===== config.mk =====
export PLATFORM = sky130hd
export DESIGN_NAME = sounder_packet_sample_unpacker_top
export DESIGN_NICKNAME = d
export VERILOG_FILES = /design/src/spu_pkg.sv /design/src/spu_front.sv /design/src/spu_queue.sv /design/src/spu_back.sv /design/src/sounder_packet_sample_unpacker_top.sv
export SDC_FILE = /design/constraint.sdc
export NUM_CORES = 1
export LEC_CHECK = 0
export ABC_AREA = 1
export BUFFER_PORTS_ARGS = -buffer_cell sky130_fd_sc_hd__buf_2
export CORE_MARGIN = 2
export CORE_UTILIZATION = 50
export DETAILED_ROUTE_END_ITERATION = 6
export MAX_ROUTING_LAYER = met4
export PLACE_DENSITY_LB_ADDON = 0.3
export RECOVER_POWER = 25
export SYNTH_ARGS = -nofsm -noshare
export SYNTH_HDL_FRONTEND = slang
export SYNTH_SLANG_ARGS = --single-unit

===== constraint.sdc =====
create_clock -name clk_i -period 11.6 [get_ports clk_i]
set_input_delay 0.58 -clock clk_i [delete_from_list [all_inputs] [get_ports clk_i]]
set_output_delay 0.58 -clock clk_i [all_outputs]
set_load 0.03 [all_outputs]

===== src/spu_pkg.sv =====
// Package for the sounder packet sample unpacker.
// Holds the shared constants and the item type that the front end passes
// to the back end through the queue. No dependencies.
`default_nettype none

package spu_pkg;

  // Default packet geometry.
  localparam int unsigned Channels           = 20;
  localparam int unsigned Elements           = 56;
  localparam int unsigned MinPacketBytes     = 2320;
  localparam int unsigned ElementStrideBytes = 36;

  // Fixed sample format.
  localparam int unsigned WordBits     = 13;
  localparam int unsigned HeadSkipBits = 26 + 8 * 12 + 3;
  localparam logic [12:0] MidValue     = 13'd4096;
  localparam logic [11:0] MagMask      = 12'hFFF;

  // Depth of the queue between the front end and the back end.
  localparam int unsigned QueueDepth = 4;

  // One classified input byte: which of its bits are sample bits, and
  // where a sample word completes, with the tags of that sample.
  typedef struct packed {
    logic [7:0]  data;
    logic [7:0]  mask;
    logic        done;
    logic [2:0]  done_bit;
    logic [4:0]  channel;
    logic [5:0]  element;
    logic [15:0] line;
    logic        last;
  } item_t;

endpackage

`default_nettype wire


===== src/spu_front.sv =====
// Front end of the sample unpacker: tracks the bit position in the packet,
// checks the packet length and classifies each byte's bits.
// Depends on spu_pkg.
`default_nettype none

module spu_front #(
  parameter int unsigned CHANNELS             = spu_pkg::Channels,
  parameter int unsigned ELEMENTS             = spu_pkg::Elements,
  parameter int unsigned MIN_PACKET_BYTES     = spu_pkg::MinPacketBytes,
  parameter int unsigned ELEMENT_STRIDE_BYTES = spu_pkg::ElementStrideBytes
) (
  input  wire logic          clk_i,
  input  wire logic          rst_ni,
  input  wire logic          accept_i,
  input  wire logic [7:0]    data_byte_i,
  input  wire logic          first_byte_i,
  input  wire logic [15:0]   packet_length_i,
  output spu_pkg::item_t     item_o,
  output logic               item_push_o
);

  localparam int unsigned StrideBits = 8 * ELEMENT_STRIDE_BYTES;
  localparam int unsigned DataBits   = CHANNELS * spu_pkg::WordBits;

  localparam logic [8:0]  RelLast  = 9'(StrideBits - 1);
  localparam logic [8:0]  DataEnd  = 9'(DataBits);
  localparam logic [4:0]  ChanLast = 5'(CHANNELS - 1);
  localparam logic [5:0]  ElemLast = 6'(ELEMENTS - 1);
  localparam logic [15:0] MinLen   = 16'(MIN_PACKET_BYTES);
  localparam logic [6:0]  HeadSkip = 7'(spu_pkg::HeadSkipBits);
  localparam logic [3:0]  WordLast = 4'(spu_pkg::WordBits - 1);

  logic        active_q, active_d;
  logic [6:0]  hpos_q, hpos_d;
  logic [8:0]  rel_q, rel_d;
  logic [5:0]  elem_q, elem_d;
  logic [4:0]  chan_q, chan_d;
  logic [3:0]  wcnt_q, wcnt_d;
  logic [15:0] line_q, line_d;

  function automatic logic [15:0] sat_inc(input logic [15:0] v);
    sat_inc = (v == 16'hFFFF) ? v : v + 16'd1;
  endfunction

  // Walk the eight bits of the byte, MSB first, through the position counters.
  always_comb begin
    logic [2:0] bidx;
    active_d = active_q;
    hpos_d   = hpos_q;
    rel_d    = rel_q;
    elem_d   = elem_q;
    chan_d   = chan_q;
    wcnt_d   = wcnt_q;
    line_d   = line_q;
    item_o          = '0;
    item_o.data     = data_byte_i;
    bidx            = 3'd0;

    if (accept_i) begin
      // A first byte closes any open packet and checks the new length.
      if (first_byte_i) begin
        if (active_q) begin
          line_d = sat_inc(line_q);
        end
        active_d = (packet_length_i >= MinLen);
        hpos_d   = 7'd0;
        rel_d    = 9'd0;
        elem_d   = 6'd0;
        chan_d   = 5'd0;
        wcnt_d   = 4'd0;
      end

      for (int i = 0; i < 8; i++) begin
        bidx = 3'(7 - i);
        if (active_d) begin
          if (hpos_d < HeadSkip) begin
            hpos_d = hpos_d + 7'd1;
          end else begin
            // Sample bits of the current element.
            if (rel_d < DataEnd) begin
              item_o.mask[bidx] = 1'b1;
              if (wcnt_d == WordLast) begin
                item_o.done     = 1'b1;
                item_o.done_bit = bidx;
                item_o.channel  = chan_d;
                item_o.element  = elem_d;
                item_o.line     = line_d;
                item_o.last     = (chan_d == ChanLast) && (elem_d == ElemLast);
                wcnt_d          = 4'd0;
                chan_d          = chan_d + 5'd1;
                if (item_o.last) begin
                  active_d = 1'b0;
                  line_d   = sat_inc(line_d);
                end
              end else begin
                wcnt_d = wcnt_d + 4'd1;
              end
            end
            // End of the element's stride.
            if (active_d) begin
              if (rel_d == RelLast) begin
                rel_d  = 9'd0;
                elem_d = elem_d + 6'd1;
                chan_d = 5'd0;
                wcnt_d = 4'd0;
              end else begin
                rel_d = rel_d + 9'd1;
              end
            end
          end
        end
      end
    end
  end

  // Only bytes that carry sample bits go to the back end.
  assign item_push_o = accept_i && (item_o.mask != 8'd0);

  // Position and line registers.
  always_ff @(posedge clk_i or negedge rst_ni) begin
    if (!rst_ni) begin
      active_q <= 1'b0;
      hpos_q   <= '0;
      rel_q    <= '0;
      elem_q   <= '0;
      chan_q   <= '0;
      wcnt_q   <= '0;
      line_q   <= '0;
    end else begin
      active_q <= active_d;
      hpos_q   <= hpos_d;
      rel_q    <= rel_d;
      elem_q   <= elem_d;
      chan_q   <= chan_d;
      wcnt_q   <= wcnt_d;
      line_q   <= line_d;
    end
  end

`ifndef ASSERT_OFF
  // The last sample of a packet is always a completed word.
  assert property (@(posedge clk_i) disable iff (!rst_ni)
    item_push_o && item_o.last |-> item_o.done)
    else $error("last sample flagged without a completed word");
`endif

endmodule

`default_nettype wire


===== src/spu_queue.sv =====
// Short queue of classified items between the front end and the back end.
// Depends on spu_pkg.
`default_nettype none

module spu_queue (
  input  wire logic           clk_i,
  input  wire logic           rst_ni,
  input  wire logic           wr_en_i,
  input  wire spu_pkg::item_t wr_item_i,
  input  wire logic           rd_en_i,
  output spu_pkg::item_t      rd_item_o,
  output logic                valid_o,
  output logic                full_o
);

  localparam int unsigned Depth = spu_pkg::QueueDepth;
  localparam int unsigned PtrW  = $clog2(Depth);
  localparam int unsigned CntW  = $clog2(Depth + 1);

  spu_pkg::item_t   mem_q [Depth];
  logic [PtrW-1:0]  wptr_q, rptr_q;
  logic [CntW-1:0]  count_q;

  function automatic logic [PtrW-1:0] ptr_next(input logic [PtrW-1:0] p);
    ptr_next = (p == PtrW'(Depth - 1)) ? '0 : p + PtrW'(1);
  endfunction

  assign valid_o   = (count_q != '0);
  assign full_o    = (count_q == CntW'(Depth));
  assign rd_item_o = mem_q[rptr_q];

  // Storage.
  always_ff @(posedge clk_i) begin
    if (wr_en_i) begin
      mem_q[wptr_q] <= wr_item_i;
    end
  end

  // Pointers and fill count.
  always_ff @(posedge clk_i or negedge rst_ni) begin
    if (!rst_ni) begin
      wptr_q  <= '0;
      rptr_q  <= '0;
      count_q <= '0;
    end else begin
      if (wr_en_i) begin
        wptr_q <= ptr_next(wptr_q);
      end
      if (rd_en_i) begin
        rptr_q <= ptr_next(rptr_q);
      end
      if (wr_en_i && !rd_en_i) begin
        count_q <= count_q + CntW'(1);
      end else if (rd_en_i && !wr_en_i) begin
        count_q <= count_q - CntW'(1);
      end
    end
  end

`ifndef ASSERT_OFF
  // No write into a full queue and no read from an empty one.
  assert property (@(posedge clk_i) disable iff (!rst_ni)
    (wr_en_i |-> !full_o) and (rd_en_i |-> valid_o))
    else $error("queue overflow or underflow");

  // The fill count never passes the depth.
  assert property (@(posedge clk_i) disable iff (!rst_ni)
    count_q <= CntW'(Depth))
    else $error("queue count out of range");
`endif

endmodule

`default_nettype wire


===== src/spu_back.sv =====
// Back end of the sample unpacker: shifts sample bits into a word history,
// converts completed sign-magnitude words and holds the result register.
// Depends on spu_pkg.
`default_nettype none

module spu_back (
  input  wire logic           clk_i,
  input  wire logic           rst_ni,
  input  wire spu_pkg::item_t item_i,
  input  wire logic           item_valid_i,
  output logic                item_take_o,
  input  wire logic           pop,
  output logic                empty,
  output logic [12:0]         sample_value_o,
  output logic [4:0]          channel_index_o,
  output logic [5:0]          element_index_o,
  output logic [15:0]         line_index_o,
  output logic                last_sample_o
);

  logic        out_valid_q, out_valid_d;
  logic [11:0] hist_q, hist_d;
  logic [12:0] word;
  logic [12:0] value;
  logic [12:0] value_q;
  logic [4:0]  chan_q;
  logic [5:0]  elem_q;
  logic [15:0] line_q;
  logic        last_q;

  // Take the next item whenever the result register is free or being read.
  assign item_take_o = item_valid_i && (!out_valid_q || pop);

  // Shift the byte's sample bits in order; a word is its last 13 sample bits.
  always_comb begin
    logic [12:0] shifted;
    logic [2:0]  bidx;
    hist_d  = hist_q;
    word    = '0;
    shifted = '0;
    bidx    = 3'd0;
    for (int i = 0; i < 8; i++) begin
      bidx = 3'(7 - i);
      if (item_i.mask[bidx]) begin
        shifted = {hist_d, item_i.data[bidx]};
        if (item_i.done && (item_i.done_bit == bidx)) begin
          word = shifted;
        end
        hist_d = shifted[11:0];
      end
    end
  end

  // Sign-magnitude word to offset value.
  always_comb begin
    logic [11:0] mag;
    mag   = word[11:0] & spu_pkg::MagMask;
    value = word[12] ? spu_pkg::MidValue + {1'b0, mag}
                     : spu_pkg::MidValue - {1'b0, mag};
  end

  // Result register valid.
  always_comb begin
    out_valid_d = out_valid_q;
    if (item_take_o && item_i.done) begin
      out_valid_d = 1'b1;
    end else if (pop && out_valid_q) begin
      out_valid_d = 1'b0;
    end
  end

  always_ff @(posedge clk_i or negedge rst_ni) begin
    if (!rst_ni) begin
      out_valid_q <= 1'b0;
    end else begin
      out_valid_q <= out_valid_d;
    end
  end

  // Word history and result payload.
  always_ff @(posedge clk_i) begin
    if (item_take_o) begin
      hist_q <= hist_d;
      if (item_i.done) begin
        value_q <= value;
        chan_q  <= item_i.channel;
        elem_q  <= item_i.element;
        line_q  <= item_i.line;
        last_q  <= item_i.last;
      end
    end
  end

  assign empty           = !out_valid_q;
  assign sample_value_o  = value_q;
  assign channel_index_o = chan_q;
  assign element_index_o = elem_q;
  assign line_index_o    = line_q;
  assign last_sample_o   = last_q;

`ifndef ASSERT_OFF
  // A taken item with a completed word always shows a result next cycle.
  assert property (@(posedge clk_i) disable iff (!rst_ni)
    item_take_o && item_i.done |=> out_valid_q)
    else $error("completed word did not reach the result register");

  // The completing bit of a word is itself a sample bit.
  assert property (@(posedge clk_i) disable iff (!rst_ni)
    item_valid_i && item_i.done |-> item_i.mask[item_i.done_bit])
    else $error("word completes on a bit that is not a sample bit");
`endif

endmodule

`default_nettype wire


===== src/sounder_packet_sample_unpacker_top.sv =====
// Sample unpacker: one payload byte per cycle in, one result per completed word out.
// A byte that completes a word goes through the queue and then into the result register.
// Throughput: one byte per cycle; the front end classifies all eight bits of a byte at once.
// The input stalls only when the four-entry queue is full, which needs an unread result.
// Reset (rst_ni, asynchronous, active low) empties the queue, goes idle, clears the line count.
// Depends on spu_pkg, spu_front, spu_queue and spu_back.
`default_nettype none

module sounder_packet_sample_unpacker_top #(
  parameter int unsigned CHANNELS             = spu_pkg::Channels,
  parameter int unsigned ELEMENTS             = spu_pkg::Elements,
  parameter int unsigned MIN_PACKET_BYTES     = spu_pkg::MinPacketBytes,
  parameter int unsigned ELEMENT_STRIDE_BYTES = spu_pkg::ElementStrideBytes
) (
  input  wire logic          clk_i,
  input  wire logic          rst_ni,
  input  wire logic          push,
  output logic               full,
  input  wire logic [7:0]    data_byte_i,
  input  wire logic          first_byte_i,
  input  wire logic [15:0]   packet_length_i,
  output logic               empty,
  input  wire logic          pop,
  output logic [12:0]        sample_value_o,
  output logic [4:0]         channel_index_o,
  output logic [5:0]         element_index_o,
  output logic [15:0]        line_index_o,
  output logic               last_sample_o
);

  logic           accept;
  logic           q_push;
  logic           q_valid;
  logic           q_take;
  spu_pkg::item_t front_item;
  spu_pkg::item_t q_item;

  // A byte is taken when it is pushed and the queue has room.
  assign accept = push && !full;

  spu_front #(
    .CHANNELS            (CHANNELS),
    .ELEMENTS            (ELEMENTS),
    .MIN_PACKET_BYTES    (MIN_PACKET_BYTES),
    .ELEMENT_STRIDE_BYTES(ELEMENT_STRIDE_BYTES)
  ) u_front (
    .clk_i          (clk_i),
    .rst_ni         (rst_ni),
    .accept_i       (accept),
    .data_byte_i    (data_byte_i),
    .first_byte_i   (first_byte_i),
    .packet_length_i(packet_length_i),
    .item_o         (front_item),
    .item_push_o    (q_push)
  );

  spu_queue u_queue (
    .clk_i    (clk_i),
    .rst_ni   (rst_ni),
    .wr_en_i  (q_push),
    .wr_item_i(front_item),
    .rd_en_i  (q_take),
    .rd_item_o(q_item),
    .valid_o  (q_valid),
    .full_o   (full)
  );

  spu_back u_back (
    .clk_i          (clk_i),
    .rst_ni         (rst_ni),
    .item_i         (q_item),
    .item_valid_i   (q_valid),
    .item_take_o    (q_take),
    .pop            (pop),
    .empty          (empty),
    .sample_value_o (sample_value_o),
    .channel_index_o(channel_index_o),
    .element_index_o(element_index_o),
    .line_index_o   (line_index_o),
    .last_sample_o  (last_sample_o)
  );

endmodule

`default_nettype wire

; After elaboration in Yosys (flattened, before gate mapping)
; Memory sizes are Yosys's and may differ from the RTL's.
; Index checks and enable logic that the tools add are counted.
[word_totals]
ff_bits = 109
mem_bits_rw = 192
memories = 1
[memory_table]
columns = memory, words, word_bits, read_ports, rd_clocked_by_memory_dff, wr, line
row1 = u_queue.mem_q, 4, 48, 1, 0, 1, spu_queue.sv:20  ; spu_pkg::item_t mem_q [Depth];
[classes]
add_sub_neg = 55
magnitude_cmp = 17
eq_ne = 51
mux = 441
reduce_logical = 34
[ops]
columns = operator, count
row1 = $mux 32, 30
row2 = $mux 16, 59
row3 = $mux 9, 41
row4 = $mux 5, 57
row5 = $mux 6, 41
row6 = $mux 4, 57
row7 = $mux 13, 17
row8 = $mux 7, 25
row9 = $add 16x1->16 const B, 9
row10 = $eq 16x16->1 const B, 9
row11 = $mux 33, 3
row12 = $mux 1, 98
row13 = $mux 12, 8
row14 = $add 9x1->9 const B, 8
row15 = $eq 9x9->1 const B, 8
row16 = $lt 9x9->1 const B, 8
row17 = $add 7x1->7 const B, 8
row18 = $lt 7x7->1 const B, 8
row19 = $add 6x1->6 const B, 8
row20 = $eq 6x6->1 const B, 8
row21 = $add 5x1->5 const B, 8
row22 = $eq 5x5->1 const B, 8
row23 = $mux 40, 1
row24 = $add 4x1->4 const B, 8
row25 = other kinds (21), 63

; Depth between registers and ports, before layout
[logic_depth]
ltp_word = 101
ltp_mapped = 91
ltp_nobuf = 88

; Hierarchy
; Synthesis repeated with hierarchy kept, for this count alone.
[unflattened]
hier_cells = 4984
area_unflattened_um2 = 32194.6
[by_module_without_submodules]
columns = module, instances, cells_each, area_each_um2
row1 = spu_front, 1, 3749, 19576.3
row2 = spu_queue, 1, 613, 8101.5
row3 = spu_back, 1, 620, 4506.8
row4 = sounder_packet_sample_unpacker_top, 1, 2, 10.0

; Least setup slack after synthesis
; No wires, ideal clock.
[synth_path]
path_type = input to register
start = input first_byte_i
end = memory u_queue.mem_q[0][0] (netlist name), enable pin
arrival_ns = 11.907
required_time_ns = 11.146
setup_slack_ns = -0.760
cell_stages = 77
n_path_buf = 4
path_cell_list = buf_6 -> buf_12 -> clkbuf_8 -> nor2_1 -> inv_1 -> ha_1 -> nand2_1 -> nor2_2 -> nand3_1 -> nor2_2 -> nor2_8 -> nand2_1 -> nand3_1 -> inv_1 -> ha_1 -> nand3_2 -> nor2_2 -> nand2_1 -> [... 41 more ...] -> ha_1 -> nand3_1 -> nor2_1 -> nand2_1 -> nor2_2 -> nand3_4 -> nand2_2 -> inv_2 -> nand2_1 -> nand2_1 -> nand2_1 -> nand3_1 -> nor2_1 -> nor2_1 -> nor2_1 -> or2_1 -> nand2_1 -> nor2_1
[synth_lines]
columns = item, line
row1 = from (decl), sounder_packet_sample_unpacker_top.sv:20  ; input wire logic first_byte_i,
row2 = to (decl), spu_queue.sv:20

==> flow_summary.toml <==
[outcome]
outcome = "finished with violations"
violations = "max-capacitance violations, max-slew violations"

[floorplan]
die_x_um = 257
rows = 92
die_h_um = 257
initial_utilization = 0.506
core-area_sq_um = 63100
dieArea_sq_um = 65900
io_pins = 72

[critical_path]
start_kind = "flip-flop"
end_kind = "flip-flop"
crit_path_max_fanout = 17
cp.required_ps = 12060
cp.arrival_ps = 11350
rr_worst_depth = 80
worstReg2RegStart = "u_front.wcnt_q[1]"
reg2reg_to = "u_queue.count_q[2]"
slowest_delay_ps = 430
r2r_slack_ps = 700
crit_type = "reg2reg"
crit_slowest_cell = "fa_1"
path_common_cell = "nand2_1"

[cts]
root_buffer = "clkbuf_16"
path_clk_slew_ps = 70
cts.htree.levels = 1
clockBufferDepth = 3
cts_tree = "done"
cts_buffers = 30
cts_num_sinks = 301
clk_latency_ps = 600
cts_hold_buf = 0

[timing]
rsz0062_at_grt = "yes"
fin_worst_skew_ps = 24.4
holdWs_ps = 198
tightest_slew_ps = 4050
slew_violations = 255
hold_violations = 0
slew_headroom = -1.70
fmax_mhz = 91.8
setup_viol = 0
fin_crit_sh = 0.939
fin_crit_ps = 10900
fin_tns_setup_ps = 0

[route]
dr.max_layer_used = "met4"
num_vias = 33600
dr_wl_met3_mm = 6.77
dr.pass1.iters = 5
via_per_inst = 5.70
drt-total-wl_mm = 108
routed-wl-met2_mm = 51.1
wl_per_cell_um = 18.3
ant_nets = 0
drc = 0
drtIter0Drc = 3087
wl_met1_mm = 43.6

[placement]
placed_cells = 5821
place.port_buffers = 67
gp_congestion = 1.05
hpwl_mm = 85.7

[global_routing]
grt_max_degree = 100
grt_pass1_wl_mm = 167
antenna_found_initial = 0
grt.overflow.total = 0
grtUsageTotal = 0.327
grt_pass1_vias = 31100

[min_path]
hp-start = "pop"
hold_path_end = "u_back.out_valid_q"
holdCritPathClass = "in2reg"
hold_depth = 2

[pwr]
peakVddDrop_v = 0.000142
p_leak_nw = 15.7
power.total_mw = 7.61
powerDensity_nw_per_um2 = 212

[finish]
drive_above_1_share = 0.194
final_common_cell = "nand2_1"
finish.utilization = 0.569
layout.nets = 5120
n_fill_cell = 6250
synthToLayoutAreaGrowth_pct = 12.4
instances_no_fill = 5894
final_cell_mix = "nand2_1, inv_1, nor2_1"
diodes = 0

[synthesis]
yosysTopAreaCellShare = 0.231
synth_ff_type = "edfxtp_1"
synth_seq_cells = 301
yosysWarnings = 0
async_reset_ff_frac = 0.186
synth_edf_count = 245
synthCells = 4781
synth_top_area_cell = "edfxtp_1"
synth.area.top_cells = "edfxtp_1, nand2_1, nand3_1"
ys_seq_area_frac = 0.274
synth_area_sq_um = 31900
avgSynthCellArea_sq_um = 6.68
syn_nets = 4876
synth.distinct_cells = 85

[run]
max_cap_viol_count = 3
cells in the mapped netlist, drive strengths merged, types with 2 or more instances:
library cell  number
nand2           1316
inv              642
nor2             639
nand3            509
o21ai            436
edfxtp           245
nand4            189
a21oi             98
clkbuf            94
nor3              66
ha                65
buf               63
dfrtp             56
o211ai            54
xor2              53
o22ai             51
or2               37
clkinv            18
xnor2             18
mux2i             11
nand3b            11
a32oi             10
o221ai            10
a211oi             9
a22oi              9
nor4               9
a31oi              8
a221oi             6
and2               6
o21bai             6
o21a               5
o31ai              5
a311oi             4
o2111ai            3
o32ai              3
a21boi             2
a21o               2
a32o               2
and3               2
o311ai             2
registers in the layout, indices dropped and copies added, names as in the netlist, 2 cells and up:
name	cells
u_back.sample_value_o	13
u_front.elem_q	6
u_queue.mem_q	192
u_back.hist_q	12
u_front.wcnt_q	4
u_front.chan_q	5
u_queue.rptr_q	2
u_front.rel_q	9
u_front.line_q	16
u_back.line_index_o	16
u_back.channel_index_o	5
u_queue.count_q	3
u_front.hpos_q	7
u_back.element_index_o	6
u_queue.wptr_q	2
report_power, final:
group	switching [mW]	leakage [nW]	internal, mW	total, mW
sequential	0.102	3.01	1.51	1.61
clock	0.434	0.451	0.511	0.945
combinational	3.49	12.2	1.56	5.05
total	4.03	15.7	3.58	7.61
metal layers:
layer	track usage	vias up
li1	-	16400
met1	0.398	15500
met3	0.0253	321
met4	0.172	0
met2	0.544	1354
met5	-	-
through the flow:
step | worst slack, ps | cell area, sq um
after floorplan | -760 | 31900
after global placement | 60.3 | 34500
after detailed placement | -166 | 34500
after CTS | 341 | 35500
after global routing | -94.7 | 35900
final | 702 | 35900
worst max path at each step:
| stage | cells after the start | to | startpoint | slack, ps |
|---|---|---|---|---|
| floorplan | 77 | u_queue.mem_q[0][0] | first_byte_i | -760 |
| global placement | 74 | u_queue.count_q[2] | first_byte_i | 60 |
| detailed placement | 76 | u_queue.count_q[2] | first_byte_i | -170 |
| CTS | 71 | u_queue.count_q[2] | u_front.active_q | 340 |
| global route | 79 | u_queue.count_q[2] | u_front.rel_q[7] | -90 |
| finish | 80 | u_queue.count_q[2] | u_front.wcnt_q[1] | 700 |
critical path, delay by kind of cell, from the launching register on:
kind	cells	cell delay, ps
simple gates	46	5480
flops	1	360
compound gates	7	1000
xor+xnor	2	320
buf+inv	17	1840
fa+ha+maj	8	1780
cell families (layout without fill, tap and decap cells):
family | after synthesis | after routing | synth area share
flops | 301 | 301 | 0.274
xor+xnor | 71 | 71 | 0.0203
simple gates | 2786 | 2786 | 0.428
fa+ha+maj | 66 | 66 | 0.0261
buf+inv | 818 | 1085 | 0.113
mux | 11 | 11 | 0.00345
compound gates | 728 | 728 | 0.135
what timing repair did:
| item | CTS | global route |
|---|---|---|
| hold endpoints to repair | 0 | 0 |
| resized for setup | 0 | 84 |
| endpoints found under the setup margin | 0 | 362 |
| setup buffers | 0 | 18 |
final cells by class:
cell class | instances | area, sq um | share of cell area
Inverter | 660 | 2550 | 0.0712
Clock buffer | 37 | 787 | 0.0219
Timing Repair Buffer | 370 | 2640 | 0.0737
Sequential cell | 301 | 8760 | 0.244
Tap cell | 846 | 1060 | 0.0295
Clock inverter | 18 | 163 | 0.00453
Multi-Input combinational cell | 3662 | 19900 | 0.555
(Power assumes the default switching activity.)
